--- src/rtl/core/drum_pad_velocity_detector_assert.svh ---
`ifndef DRUM_PAD_VELOCITY_DETECTOR_ASSERT_SVH
`define DRUM_PAD_VELOCITY_DETECTOR_ASSERT_SVH

// Same-cycle implication, checked on every rising clock edge outside reset.
`define DPVD_ASSERT_SAME(label, clk, rst, ante, cons) \
   label: assert property (@(posedge clk) disable iff (rst) (ante) |-> (cons)) \
      else $error("%m: check failed");

// Next-cycle implication.
`define DPVD_ASSERT_NEXT(label, clk, rst, ante, cons) \
   label: assert property (@(posedge clk) disable iff (rst) (ante) |=> (cons)) \
      else $error("%m: check failed");

`endif

--- src/rtl/core/dpvd_pkg.sv ---
package dpvd_pkg;

   localparam int SAMPLE_BITS      = 12;
   localparam int CURVE_INDEX_BITS = 8;
   localparam int CURVE_ENTRIES    = 1 << CURVE_INDEX_BITS;
   localparam int CNT_BITS         = $clog2(CURVE_INDEX_BITS + 1);
   localparam int WINDOW_BITS      = 8;
   localparam int VEL_BITS         = 7;
   localparam int CSR_DATA_BITS    = (SAMPLE_BITS > WINDOW_BITS) ? SAMPLE_BITS : WINDOW_BITS;
   localparam int CSR_INDEX_BITS   = 2;

   // register indexes
   localparam logic [CSR_INDEX_BITS-1:0] CSR_TRIG_LEVEL   = 2'd0;
   localparam logic [CSR_INDEX_BITS-1:0] CSR_FULL_SCALE   = 2'd1;
   localparam logic [CSR_INDEX_BITS-1:0] CSR_CURVE_SELECT = 2'd2;
   localparam logic [CSR_INDEX_BITS-1:0] CSR_WINDOW_MS    = 2'd3;

   // curve codes (the unused code maps linearly)
   localparam logic [1:0] CURVE_STRAIGHT = 2'd0;
   localparam logic [1:0] CURVE_COMPRESS = 2'd1;
   localparam logic [1:0] CURVE_POW      = 2'd2;

   localparam logic [SAMPLE_BITS-1:0] TRIG_LEVEL_RST   = SAMPLE_BITS'(400);
   localparam logic [SAMPLE_BITS-1:0] FULL_SCALE_RST   = SAMPLE_BITS'(4095);
   localparam logic [1:0]             CURVE_SELECT_RST = CURVE_STRAIGHT;
   localparam logic [WINDOW_BITS-1:0] WINDOW_MS_RST    = WINDOW_BITS'(5);

   localparam logic [WINDOW_BITS-1:0] ELAPSED_MAX = '1;
   localparam logic [VEL_BITS-1:0]    VEL_MAX     = VEL_BITS'(127);
   localparam logic [VEL_BITS-1:0]    VEL_MIN     = VEL_BITS'(1);

   typedef enum logic [1:0] {
      S_IDLE,
      S_DIV,
      S_EMIT
   } state_type;

   typedef struct packed {
      logic new_hit;
      logic close;
   } trk_status_type;

   typedef struct packed {
      logic busy;
   } div_status_type;

   typedef logic [VEL_BITS-1:0] vel_table_type [CURVE_ENTRIES];

   // Velocity for one curve index, arithmetic mostly in Q16.
   function automatic logic [VEL_BITS-1:0] curve_point(input logic [1:0] sel,
                                                       input int unsigned idx);
      longint unsigned x;
      longint unsigned y;
      longint unsigned t;
      longint unsigned z;
      longint unsigned m;
      longint unsigned frac;
      longint unsigned k;
      longint unsigned v;
      longint unsigned res;
      longint unsigned bitv;
      int b;
      x = longint'(idx) << (16 - CURVE_INDEX_BITS);
      if (sel == CURVE_COMPRESS) begin
         z = 64'd65536 + 64'd9 * x;
         k = 0;
         for (b = 0; b < 4; b++) begin
            if ((z >> k) >= 64'd131072) k = k + 1;
         end
         m = z >> k;
         frac = 0;
         for (b = 15; b >= 0; b--) begin
            m = (m * m) >> 16;
            if (m >= 64'd131072) begin
               m = m >> 1;
               frac = frac | (64'd1 << b);
            end
         end
         y = (((k << 16) | frac) * 64'd2485766) >> 16;
      end else if (sel == CURVE_POW) begin
         // bit-by-bit integer square root of x in Q32
         v = x << 16;
         res = 0;
         for (b = 31; b >= 0; b--) begin
            bitv = 64'd1 << (2 * b);
            if (v >= res + bitv) begin
               v = v - (res + bitv);
               res = (res >> 1) + bitv;
            end else begin
               res = res >> 1;
            end
         end
         y = 64'd126 * ((x * res) >> 16);
      end else begin
         y = 64'd126 * x;
      end
      t = y + 64'd65536;
      if (t >= 64'd8290304) return VEL_MAX;
      return VEL_BITS'(t >> 16);
   endfunction

   function automatic vel_table_type build_table(input logic [1:0] sel);
      vel_table_type tbl;
      for (int i = 0; i < CURVE_ENTRIES; i++) begin
         tbl[i] = curve_point(sel, i);
      end
      return tbl;
   endfunction

endpackage

--- src/rtl/core/dpvd_track.sv ---
module dpvd_track
   import dpvd_pkg::*;
(
   input  logic                   clock,
   input  logic                   reset,
   input  logic                   accept,
   input  logic [SAMPLE_BITS-1:0] sample,
   input  logic                   ms_tick,
   input  logic [SAMPLE_BITS-1:0] trig_level,
   input  logic [WINDOW_BITS-1:0] window_ms,
   output trk_status_type         status,
   output logic [SAMPLE_BITS-1:0] peak
);

   logic                   measuring_ff;
   logic                   prev_hit_ff;
   logic [SAMPLE_BITS-1:0] peak_ff;
   logic [WINDOW_BITS-1:0] elapsed_ff;

   logic                   hit;
   logic                   opened;
   logic                   meas_now;
   logic [SAMPLE_BITS-1:0] peak_base;
   logic [SAMPLE_BITS-1:0] peak_in;
   logic [WINDOW_BITS-1:0] elapsed_in;

   always_comb begin
      hit      = sample > trig_level;
      opened   = hit & ~measuring_ff;
      meas_now = measuring_ff | hit;

      peak_base = opened ? '0 : peak_ff;
      if (meas_now && sample > peak_base) begin
         peak_in = sample;
      end else begin
         peak_in = peak_base;
      end

      // timer restarts when the window opens; no tick counted on that sample
      if (opened) begin
         elapsed_in = '0;
      end else if (measuring_ff && ms_tick && elapsed_ff != ELAPSED_MAX) begin
         elapsed_in = elapsed_ff + WINDOW_BITS'(1);
      end else begin
         elapsed_in = elapsed_ff;
      end

      status.new_hit = hit & ~prev_hit_ff;
      status.close   = meas_now & ~hit &
                       ((elapsed_in > window_ms) | (elapsed_in == ELAPSED_MAX));
      peak = peak_in;
   end

   always_ff @(posedge clock) begin
      if (reset) begin
         measuring_ff <= 1'b0;
         prev_hit_ff  <= 1'b0;
         peak_ff      <= '0;
         elapsed_ff   <= '0;
      end else if (accept) begin
         measuring_ff <= meas_now & ~status.close;
         prev_hit_ff  <= hit;
         peak_ff      <= status.close ? '0 : peak_in;
         elapsed_ff   <= elapsed_in;
      end
   end

endmodule

--- src/rtl/core/dpvd_div.sv ---
module dpvd_div
   import dpvd_pkg::*;
(
   input  logic                   clock,
   input  logic                   reset,
   input  logic                   start,
   input  logic [SAMPLE_BITS-1:0] peak,
   input  logic [SAMPLE_BITS-1:0] trig_level,
   input  logic [SAMPLE_BITS-1:0] full_scale,
   input  logic [1:0]             curve_select,
   output div_status_type         status,
   output logic [VEL_BITS-1:0]    velocity
);

   localparam vel_table_type LIN_TABLE = build_table(CURVE_STRAIGHT);
   localparam vel_table_type LOG_TABLE = build_table(CURVE_COMPRESS);
   localparam vel_table_type POW_TABLE = build_table(CURVE_POW);

   logic [CNT_BITS-1:0]         cnt_ff;
   logic [SAMPLE_BITS-1:0]      rem_ff;
   logic [SAMPLE_BITS-1:0]      den_ff;
   logic [CURVE_INDEX_BITS-1:0] quo_ff;
   logic                        sat_ff;
   logic                        low_ff;
   logic [1:0]                  curve_ff;

   logic [SAMPLE_BITS:0]        rem_dbl;
   logic                        fits;
   logic [SAMPLE_BITS:0]        rem_sub;
   logic [VEL_BITS-1:0]         curve_vel;

   // remainder stays below the divisor, so one compare-subtract per bit
   always_comb begin
      rem_dbl = {rem_ff, 1'b0};
      fits    = rem_dbl >= {1'b0, den_ff};
      rem_sub = rem_dbl - {1'b0, den_ff};
   end

   always_ff @(posedge clock) begin
      if (reset) begin
         cnt_ff <= '0;
      end else if (start) begin
         cnt_ff <= CNT_BITS'(CURVE_INDEX_BITS);
      end else if (cnt_ff != '0) begin
         cnt_ff <= cnt_ff - CNT_BITS'(1);
      end
   end

   always_ff @(posedge clock) begin
      if (start) begin
         rem_ff   <= peak - trig_level;
         den_ff   <= full_scale - trig_level;
         quo_ff   <= '0;
         sat_ff   <= peak >= full_scale;
         low_ff   <= peak <= trig_level;
         curve_ff <= curve_select;
      end else if (cnt_ff != '0) begin
         rem_ff <= fits ? rem_sub[SAMPLE_BITS-1:0] : rem_dbl[SAMPLE_BITS-1:0];
         quo_ff <= {quo_ff[CURVE_INDEX_BITS-2:0], fits};
      end
   end

   always_comb begin
      unique case (curve_ff)
         CURVE_COMPRESS: curve_vel = LOG_TABLE[quo_ff];
         CURVE_POW:      curve_vel = POW_TABLE[quo_ff];
         default:        curve_vel = LIN_TABLE[quo_ff];
      endcase
      priority if (sat_ff) begin
         velocity = VEL_MAX;
      end else if (low_ff) begin
         velocity = VEL_MIN;
      end else begin
         velocity = curve_vel;
      end
      status.busy = cnt_ff != '0;
   end

endmodule

--- src/rtl/core/drum_pad_velocity_detector.sv ---
// Piezo drum pad trigger. Each transfer on req_ carries one converter sample and a
// millisecond tick and yields exactly one rsp_ transfer: new_hit on the rising edge
// of a hit (sample above the trigger level), and measure_done with a velocity of
// 1..127 when a measuring window closes on a non-hit sample after more than
// window_ms ticks or when the tick counter saturates. A sample that closes no
// window loads its answer straight into the output register. For a closing sample
// the bit-serial divider that normalizes the peak between trigger level and full
// scale produces one curve index bit per cycle, S_DIV sees the divider finish and
// S_EMIT reads the curve table into the output register. A stalled rsp_ holds off
// req_. Registers must be written through csr_ (index 0 trigger level, 1 full
// scale, 2 curve select, 3 window_ms) only while no item is in flight; not enforced.
module drum_pad_velocity_detector
   import dpvd_pkg::*;
(
   input  logic                      clock,
   input  logic                      reset,
   input  logic                      req_valid,
   output logic                      req_ready,
   input  logic [SAMPLE_BITS-1:0]    req_sample,
   input  logic                      req_ms_tick,
   output logic                      rsp_valid,
   input  logic                      rsp_ready,
   output logic                      rsp_new_hit,
   output logic                      rsp_measure_done,
   output logic [VEL_BITS-1:0]       rsp_velocity,
   input  logic                      csr_valid,
   output logic                      csr_ready,
   input  logic [CSR_INDEX_BITS-1:0] csr_index,
   input  logic [CSR_DATA_BITS-1:0]  csr_data
);

`include "drum_pad_velocity_detector_assert.svh"

   state_type state_ff;
   state_type state_in;

   logic [SAMPLE_BITS-1:0] trig_level_ff;
   logic [SAMPLE_BITS-1:0] full_scale_ff;
   logic [1:0]             curve_select_ff;
   logic [WINDOW_BITS-1:0] window_ms_ff;

   logic                   rsp_valid_ff;
   logic                   rsp_new_hit_ff;
   logic                   rsp_done_ff;
   logic [VEL_BITS-1:0]    rsp_velocity_ff;
   logic                   pend_new_hit_ff;

   trk_status_type         trk_stat;
   div_status_type         div_stat;
   logic [SAMPLE_BITS-1:0] trk_peak;
   logic [VEL_BITS-1:0]    div_velocity;

   logic req_fire;
   logic rsp_free;
   logic div_start;
   logic load_item;
   logic load_done;

   assign req_fire = req_valid & req_ready;
   assign rsp_free = ~rsp_valid_ff | rsp_ready;

   dpvd_track u_track (
      .clock      (clock),
      .reset      (reset),
      .accept     (req_fire),
      .sample     (req_sample),
      .ms_tick    (req_ms_tick),
      .trig_level (trig_level_ff),
      .window_ms  (window_ms_ff),
      .status     (trk_stat),
      .peak       (trk_peak)
   );

   dpvd_div u_div (
      .clock        (clock),
      .reset        (reset),
      .start        (div_start),
      .peak         (trk_peak),
      .trig_level   (trig_level_ff),
      .full_scale   (full_scale_ff),
      .curve_select (curve_select_ff),
      .status       (div_stat),
      .velocity     (div_velocity)
   );

   always_comb begin
      state_in = state_ff;
      unique case (state_ff)
         S_IDLE: if (div_start) state_in = S_DIV;
         S_DIV:  if (!div_stat.busy) state_in = S_EMIT;
         S_EMIT: if (rsp_free) state_in = S_IDLE;
         default: state_in = S_IDLE;
      endcase
   end

   always_comb begin
      req_ready = (state_ff == S_IDLE) & rsp_free;
      div_start = req_fire & trk_stat.close;
      load_item = req_fire & ~trk_stat.close;
      load_done = (state_ff == S_EMIT) & rsp_free;
   end

   always_ff @(posedge clock) begin
      if (reset) begin
         state_ff <= S_IDLE;
      end else begin
         state_ff <= state_in;
      end
   end

   assign csr_ready = 1'b1;

   always_ff @(posedge clock) begin
      if (reset) begin
         trig_level_ff   <= TRIG_LEVEL_RST;
         full_scale_ff   <= FULL_SCALE_RST;
         curve_select_ff <= CURVE_SELECT_RST;
         window_ms_ff    <= WINDOW_MS_RST;
      end else if (csr_valid && csr_ready) begin
         unique case (csr_index)
            CSR_TRIG_LEVEL:   trig_level_ff   <= csr_data[SAMPLE_BITS-1:0];
            CSR_FULL_SCALE:   full_scale_ff   <= csr_data[SAMPLE_BITS-1:0];
            CSR_CURVE_SELECT: curve_select_ff <= csr_data[1:0];
            CSR_WINDOW_MS:    window_ms_ff    <= csr_data[WINDOW_BITS-1:0];
            default: ;
         endcase
      end
   end

   always_ff @(posedge clock) begin
      if (reset) begin
         rsp_valid_ff <= 1'b0;
      end else if (load_item || load_done) begin
         rsp_valid_ff <= 1'b1;
      end else if (rsp_ready) begin
         rsp_valid_ff <= 1'b0;
      end
   end

   always_ff @(posedge clock) begin
      if (div_start) begin
         pend_new_hit_ff <= trk_stat.new_hit;
      end
      if (load_item) begin
         rsp_new_hit_ff  <= trk_stat.new_hit;
         rsp_done_ff     <= 1'b0;
         rsp_velocity_ff <= '0;
      end else if (load_done) begin
         rsp_new_hit_ff  <= pend_new_hit_ff;
         rsp_done_ff     <= 1'b1;
         rsp_velocity_ff <= div_velocity;
      end
   end

   assign rsp_valid        = rsp_valid_ff;
   assign rsp_new_hit      = rsp_new_hit_ff;
   assign rsp_measure_done = rsp_done_ff;
   assign rsp_velocity     = rsp_velocity_ff;

   `DPVD_ASSERT_SAME(a_done_has_velocity, clock, reset,
      rsp_valid_ff && rsp_done_ff, rsp_velocity_ff != '0)
   `DPVD_ASSERT_SAME(a_idle_no_velocity, clock, reset,
      rsp_valid_ff && !rsp_done_ff, rsp_velocity_ff == '0)
   `DPVD_ASSERT_NEXT(a_close_starts_div, clock, reset,
      div_start, state_ff == S_DIV && div_stat.busy)
   `DPVD_ASSERT_SAME(a_no_accept_busy, clock, reset,
      div_stat.busy, !req_ready)

endmodule

--- config.mk ---
export PLATFORM = sky130hd
export DESIGN_NAME = drum_pad_velocity_detector
export DESIGN_NICKNAME = d
export VERILOG_FILES = /design/src/rtl/core/dpvd_pkg.sv /design/src/rtl/core/dpvd_track.sv /design/src/rtl/core/dpvd_div.sv /design/src/rtl/core/drum_pad_velocity_detector.sv
export VERILOG_INCLUDE_DIRS = /design/src /design/src/rtl/core
export SDC_FILE = /design/constraint.sdc
export NUM_CORES = 1
export LEC_CHECK = 0
export ABC_AREA = 1
export BUFFER_PORTS_ARGS = -buffer_cell sky130_fd_sc_hd__buf_4
export CAP_MARGIN = 20
export CORE_ASPECT_RATIO = 1.4
export CORE_MARGIN = 8
export CORE_UTILIZATION = 45
export CTS_CLUSTER_DIAMETER = 80
export CTS_CLUSTER_SIZE = 30
export DETAILED_ROUTE_END_ITERATION = 12
export GPL_TIMING_DRIVEN = 0
export PLACE_DENSITY = 0.69
export REMOVE_ABC_BUFFERS = 1
export SLEW_MARGIN = 20
export SYNTH_ARGS = -nofsm -noshare
export SYNTH_HDL_FRONTEND = slang
export SYNTH_SLANG_ARGS = --single-unit
--- constraint.sdc ---
create_clock -name clock -period 6.85 [get_ports clock]
set_clock_uncertainty 0.15 [all_clocks]
set_input_delay 0.685 -clock clock [delete_from_list [all_inputs] [get_ports clock]]
set_output_delay 0.685 -clock clock [all_outputs]
set_load 0.02 [all_outputs]
== After elaboration in Yosys (flattened, before gate mapping) ==
Memories as Yosys holds them, arrays and structs flattened.
Cells that the tools add are included.

* $add $sub $neg: 5
* $lt $le $gt $ge: 7
* Eq/ne operators: 12
* Muxes and demuxes: 27
* Bitwise gates (word level): 19
* Reductions and logical operators: 16

{| class="wikitable"
|+ Operators with widths
! kind !! count
|-
| $mux W12 || 6
|-
| $mux W7 || 8
|-
| $sub A12 B12 Y12 || 3
|-
| $gt A12 B12 Y1 || 2
|-
| $mux W8 || 2
|-
| $pmux W7 S2 || 1
|-
| $ge A13 B12 Y1 || 1
|-
| $ge A12 B12 Y1 || 1
|-
| $le A12 B12 Y1 || 1
|-
| $and A1 B1 Y1 || 10
|-
| $ge A9 B9 Y1 const B || 1
|-
| $not A8 Y9 || 1
|-
| $add A8 B1 Y8 const B || 1
|-
| $eq A2 B2 Y1 const B || 4
|-
| $eq A8 B8 Y1 const B || 1
|-
| $gt A8 B8 Y1 || 1
|-
| $mux W4 || 2
|-
| $ne A8 B8 Y1 const B || 1
|-
| $reduce_and A2 Y1 || 4
|-
| $eq A2 B1 Y1 const B || 3
|-
| $mux W2 || 3
|-
| $ne A2 B2 Y1 const B || 3
|-
| $pmux W2 S3 || 1
|-
| $reduce_bool A2 Y1 || 3
|-
| 10 further kinds || 22
|}

* Register bits: 109
* ROM bits: 5,376
* Bits of input ports: 32
* Output and inout bits: 12
* Logic and storage cells: 111
* Memories: 3

{| class="wikitable"
|+ Memory list
! name !! depth !! width !! rd ports !! clocked after Yosys merged registers in !! write ports !! RTL line !! source
|-
| (no name shown) || 256 || 7 || 1 || 0 || 0 || dpvd_div.sv:65 || <nowiki>CURVE_COMPRESS: curve_vel = LOG_TABLE[quo_ff];</nowiki>
|-
| (no name shown) || 256 || 7 || 1 || 0 || 0 || dpvd_div.sv:66 || <nowiki>CURVE_POW: curve_vel = POW_TABLE[quo_ff];</nowiki>
|-
| (no name shown) || 256 || 7 || 1 || 0 || 0 || dpvd_div.sv:67 || <nowiki>default: curve_vel = LIN_TABLE[quo_ff];</nowiki>
|}

== Longest topological paths before layout ==
* Depth after elaboration: 11
* Depth in mapped cells: 34
* Mapped depth without buffers: 33

== By module ==
A second synthesis with hierarchy kept.

* Cell total of the unflattened synthesis: 1,606
* Area, all modules: 10,296.1 um2

{| class="wikitable"
|+ By module, submodules not included
! module !! times used !! cells an instance !! area each (um2) !! sequential area each (um2)
|-
| dpvd_div || 1 || 1,001 || 6,143.4 || 1,081.0
|-
| dpvd_track || 1 || 368 || 2,332.2 || 440.4
|-
| drum_pad_velocity_detector || 1 || 237 || 1,820.5 || 960.9
|}

== Worst setup path before layout ==
OpenSTA, ideal clock, no wires.

* Path type: input -> register
* From: input req_sample[11]
* To: register u_div.rem_ff[9] (data pin)
* Library setup time: 254 ps
* Data arrival time: 4,499 ps
* Required time: 6,446 ps
* Setup slack: 1,948 ps
* Stages on the path: 31
* Buffers on the path: 2
* Cells stage by stage: ha_1 nand2_1 inv_1 nand2_1 inv_1 nand2_1 nand3_1 nand3_1 buf_2 nand2_1 ha_1 nand2_1 nor2_1 nand4_1 a31o_2 nand2_1 nand2_1 clkbuf_1 nand2_1 nand2_1 ha_1 nand3b_1 nand2_1 nand2_1 nand2_1 a21oi_1 o21ai_0 a31oi_1 or2_2 nand3_1 nand2_1

* Longest elaborated chain between the ends: 8
* Elaborated cells between the ends (all ways): 17
* Those cells by class: add/sub (1); order compare (3); eq/ne (1); mux (4); bitwise (7); reduce/logical (1)

{| class="wikitable"
|+ Ends and longest elaborated chain
! element !! RTL line !! source
|-
| start: declaration || drum_pad_velocity_detector.sv:19 || <nowiki>input logic [SAMPLE_BITS-1:0] req_sample,</nowiki>
|-
| $gt A12 B12 Y1 || dpvd_track.sv:28 || <nowiki>hit = sample > trig_level;</nowiki>
|-
| $and A1 B1 Y1 || dpvd_track.sv:29 || <nowiki>opened = hit & ~measuring_ff;</nowiki>
|-
| $mux W12 / $mux W8 (equally long branches) || dpvd_track.sv:32, dpvd_track.sv:40 ||
|-
| $gt A12 B12 Y1 (tied with other cells) || dpvd_track.sv:33 || <nowiki>if (meas_now && sample > peak_base) begin</nowiki>
|-
| $logic_and A1 B1 Y1 / $or A1 B1 Y1 (equally long branches) || dpvd_track.sv:33, dpvd_track.sv:50 ||
|-
| $mux W12 / $and A1 B1 Y1 (equally long branches) || dpvd_track.sv:33, dpvd_track.sv:49 ||
|-
| $sub A12 B12 Y12 / $and A1 B1 Y1 (equally long branches) || dpvd_div.sv:51, drum_pad_velocity_detector.sv:98 ||
|-
| $mux W12 * || dpvd_div.sv:50 || <nowiki>if (start) begin</nowiki>
|-
| end signal: assignment || dpvd_div.sv:51 || <nowiki>rem_ff <= peak - trig_level;</nowiki>
|-
| end signal: assignment || dpvd_div.sv:58 || <nowiki>rem_ff <= fits ? rem_sub[SAMPLE_BITS-1:0] : rem_dbl[SAMPLE_BITS-1:0];</nowiki>
|-
| end: declaration || dpvd_div.sv:20 || <nowiki>logic [SAMPLE_BITS-1:0] rem_ff;</nowiki>
|}

Mark *: on every way between the ends. The rest lies on a longest branch, timed or not.
A chain may end at the register's enable or synchronous reset.

== Final worst setup path ==
* From: register trig_level_ff[1]
* To: register u_div.low_ff (data pin)

* Longest elaborated chain between the ends: 7
* Elaborated cells between the ends (all ways): 8
* Those cells by class: order compare (3); mux (2); bitwise (2); reduce/logical (1)

{| class="wikitable"
|+ Ends and longest elaborated chain
! element !! RTL line !! source
|-
| start: declaration || drum_pad_velocity_detector.sv:37 || <nowiki>logic [SAMPLE_BITS-1:0] trig_level_ff;</nowiki>
|-
| start signal: assignment || drum_pad_velocity_detector.sv:121 || <nowiki>CSR_TRIG_LEVEL: trig_level_ff <= csr_data[SAMPLE_BITS-1:0];</nowiki>
|-
| $gt A12 B12 Y1 || dpvd_track.sv:28 ||
|-
| $and A1 B1 Y1 || dpvd_track.sv:29 ||
|-
| $mux W12 || dpvd_track.sv:32 || <nowiki>peak_base = opened ? '0 : peak_ff;</nowiki>
|-
| $gt A12 B12 Y1 || dpvd_track.sv:33 ||
|-
| $logic_and A1 B1 Y1 || dpvd_track.sv:33 ||
|-
| $mux W12 || dpvd_track.sv:33 ||
|-
| $le A12 B12 Y1 * || dpvd_div.sv:55 || <nowiki>low_ff <= peak <= trig_level;</nowiki>
|-
| end signal: assignment || dpvd_div.sv:55 ||
|-
| end: declaration || dpvd_div.sv:24 || <nowiki>logic low_ff;</nowiki>
|}

Marks and branches as above.

==> metrics.md <==
| Metric | Value |
|---|---|
| Fraction of layout cells with a size suffix above 1 | 6.27% |
| Post-Syn Area | around 9800 um2 |
| Worst slew pin tran | ~1100 ps |
| Mapped Cells | ~1,500 |
| Largest net degree at the start of global routing | between 40 and 50 |
| Largest area contributor in the netlist | dfxtp_1 |
| Clock Sinks | about 110 |
| Critical Path Source | trig_level_ff[1] |
| First-pass GRT wire length | roughly 49,000 um |
| Most common cell type on the critical path | nor2_1 |
| Post-DP HPWL | between 20,000 and 25,000 um |
| Fmax | ~170 MHz |
| HP Start | curve_select_ff[1] |
| Initial antenna violation count | 1 |
| Crit-path max cell delay | around 600 ps |
| Slew headroom | between 20% and 30% |
| Clock power frac | 13.7% |
| Fin worst setup slack | around 820 ps |
| Main synth FF type | dfxtp_1 |
| Final nets | about 1,600 |
| Crit-path leading delay family | simple AND/OR/NAND/NOR gates |
| Placement Rows | 63 |
| Most common cell in the netlist | nand2_1 |
| DIE WIDTH | around 140 um |
| Leak pwr | roughly 0.0051 uW |
| Gr ovfl total | 0 |
| Final setup violation count | 0 |
| H-tree Lvls | 3 |
| Final Slew Violations | 0 |
| Total GRT Usage | approximately 23% |
| Comb pwr share | approximately three fifths |
| P per Cell Area | 360 nW/um2 |
| Post-synth top cells | 385 x nand2_1, 197 x inv_1, 140 x a21oi_1 |
| Top Ports | 44 |
| Post-synth EDFFs | 30 |
| CP max-delay cell | o21ai_1 |
| WL final | around 30,000 um |
| CTS tree | built |
| Setup WS pre-CTS | -426 ps |
| Routability cong. | 0.970 |
| Crit Reg-Reg Startpoint | trig_level_ff[1] |
| Yosys warning count | 0 |
| CP arrival | around 6000 ps |
| Final hold violation count | 0 |
| Area delta synth->final | 7.48% |
| P_sw | a little under 2000 uW |
| Final Critical Period | roughly 6000 ps |
| Type of destination of the critical path | flip-flop |
| Worst min-delay path category | reg2reg |
| Post-synthesis sequential area ratio | between 20 and 30% |
| Synth area leaders | dfxtp_1 16%, nand2_1 15%, ha_1 13% |
| Vias in the first global route | around 10,000 |
| Multi-input gate area in the final layout | ~6300 um2 |
| DR WL/cell | between 15 and 20 um |
| Type of origin of the critical path | flip-flop |
| Max IR drop VDD | 0.137 mV |
| Post-route ant nets | 0 |
| Status | finished, final reports clean |
| Critical Path RT | around 6800 ps |
| Synth Register Bits | between 100 and 150 |
| Die H | between 150 and 200 um |
| Vias per cell | about 5.7 |
| Reg power frac | a little over a quarter |
| R2R cell count | 30 |
| Reg2Reg Setup Slack | about 820 ps |
| Final period utilization | between 80% and 90% |
| Number of max-cap violations | 0 |
| Core area | ~21,000 um2 |
| Die area | approximately 27,000 um2 |
| Pint | around 1800 uW |
| Critical R2R Capture | u_div.low_ff |
| Starting DRT DRC Count | ~860 |
| Top-area cell type share of the netlist area | between 10% and 20% |
| Fin Setup TNS | 0 ps |
| Synth unique cells | 46 |
| Avg Cell Area, Syn | roughly 6.5 um2 |
| CTS clk-pin slew, worst paths | approximately 70 ps |
| Register area | approximately 2500 um2 |
| PortBufs | 42 |
| RSZ-0062 raised after global routing | no |
| Worst hold slack | ~290 ps |
| Switching share of power | a little over half |
| Critical-path maximum fanout | 24 |
| Post-CTS setup buffer count | 0 |
| Filler cells | 2,192 |
| Num CTS Buffers | 9 |
| DR pass1 iterations | 6 |
| # DRC | 0 |
| Via count | about 10,000 |
| Setup CP Type | reg2reg |
| Buf/Inv on CP | 2 |
| Clk_lat worst skew | roughly 360 ps |
| Tot Pwr | between 3000 and 4000 uW |
| Worst setup path endpoint | u_div.low_ff |
| WP depth | 30 |
| Diode count | 0 |
| Initial Util | 46.0% |
| Clock buffer depth | 2 |
| Root buffer cell | clkbuf_16 |
| Ys async rst share | 0% |
[timing repair]
action,CTS,global route
endpoints found under the setup margin,3,9
hold buffers,0,0
gates resized for setup,2,3
[routing by layer]
metal / wire (um) / vias up / track usage [%]
met5: 10 / - / 0
met4: 1580 / 2 / 12.7
met3: 1740 / 110 / 2.73
met2: 15300 / 400 / 41.5
met1: 11600 / 4539 / 24.5
li1: - / 4980 / -
[how the worst min path moves through the flow]
stage	end	slack (ps)	depth (start not counted)
final	u_div.curve_ff[1]	290	0
after global routing	u_div.curve_ff[0]	310	0
after CTS	u_div.curve_ff[0]	290	0
after detailed placement	u_div.curve_ff[1]	270	0
after global placement	u_div.curve_ff[0]	270	0
after floorplan	u_div.curve_ff[0]	260	0
[registers in the layout, indices dropped and copies added, names as in the netlist, 2 cells and up]
| signal | cells |
|---|---|
| trig_level_ff | 12 |
| u_track.elapsed_ff | 8 |
| rsp_velocity | 7 |
| state_ff | 2 |
| window_ms_ff | 8 |
| u_div.cnt_ff | 4 |
| u_div.quo_ff | 8 |
| curve_select_ff | 2 |
| u_div.rem_ff | 12 |
| u_div.curve_ff | 2 |
| full_scale_ff | 12 |
| u_div.den_ff | 12 |
| u_track.peak_ff | 12 |
[kinds of logic after synthesis]
family / count (synthesis) / synth area share, %
and+or+nand+nor: 632 / 26.9
adders and majority gates: 104 / 13.6
DFF: 109 / 25.4
AOI/OAI and AO/OA: 357 / 20.5
buffers and inverters: 263 / 10.6
other: 1 / 0.0384
xor gates and xnor gates: 33 / 2.96
[worst reg2reg max path: cells and delay by family (launching register included)]
family,cells,cell delay (ps)
adder cells (fa/ha/maj),3,1040
AO/OA/AOI/OAI,5,1570
AND/OR/NAND/NOR,20,2330
buffers and inverters,2,280
flip-flops,1,410
[cell usage in the layout (no fill, tap or decap), types with 5 or more instances in the layout]
cell type  netlist  layout
buf_4            2      43
inv_1          197     196
o211ai_1        32      32
a31oi_1         10      10
o21ai_2          9      10
nand4_1         11      11
edfxtp_1        30      30
dfxtp_1         79      77
o2111ai_1        5       5
xnor2_1         13      13
clkbuf_16        0       9
ha_1           101     101
nand3_1        111     110
a21oi_1        140     140
nand2_1        385     385
o21ai_0        139     137
xor2_1          20      20
nor2_1          91      90
nor3_1          15      14
[final cells by class]
class | count | share of cell area (%)
multi-input combinational | 1127 | 59.8
inverter | 204 | 7.30
sequential | 109 | 23.7
tap | 260 | 3.10
clock buffer | 10 | 2.28
timing repair buffer | 44 | 3.34
clock inverter | 6 | 0.501
[power by group through the flow]
stage          Sequential, uW  Clock, uW  Combinational, uW
6_report                  995        518               2260
2_1_floorplan             932          0               1580
4_1_cts                   984        531               2190
5_1_grt                  1010        552               2510
3_5_place_dp              999          0               2180
3_3_place_gp              997          0               2150
[stage by stage]
step | util (%) | cell area [um2] | std cells
after floorplan | - | 9490 | 1440
after global routing | 49.4 | 10500 | 1760
final | 49.4 | 10500 | 1760
after CTS | 49.3 | 10500 | 1760
after detailed placement | 48.0 | 10200 | 1744
after global placement | 47.8 | 10100 | 1742
Power figures use the tool's default switching activity.
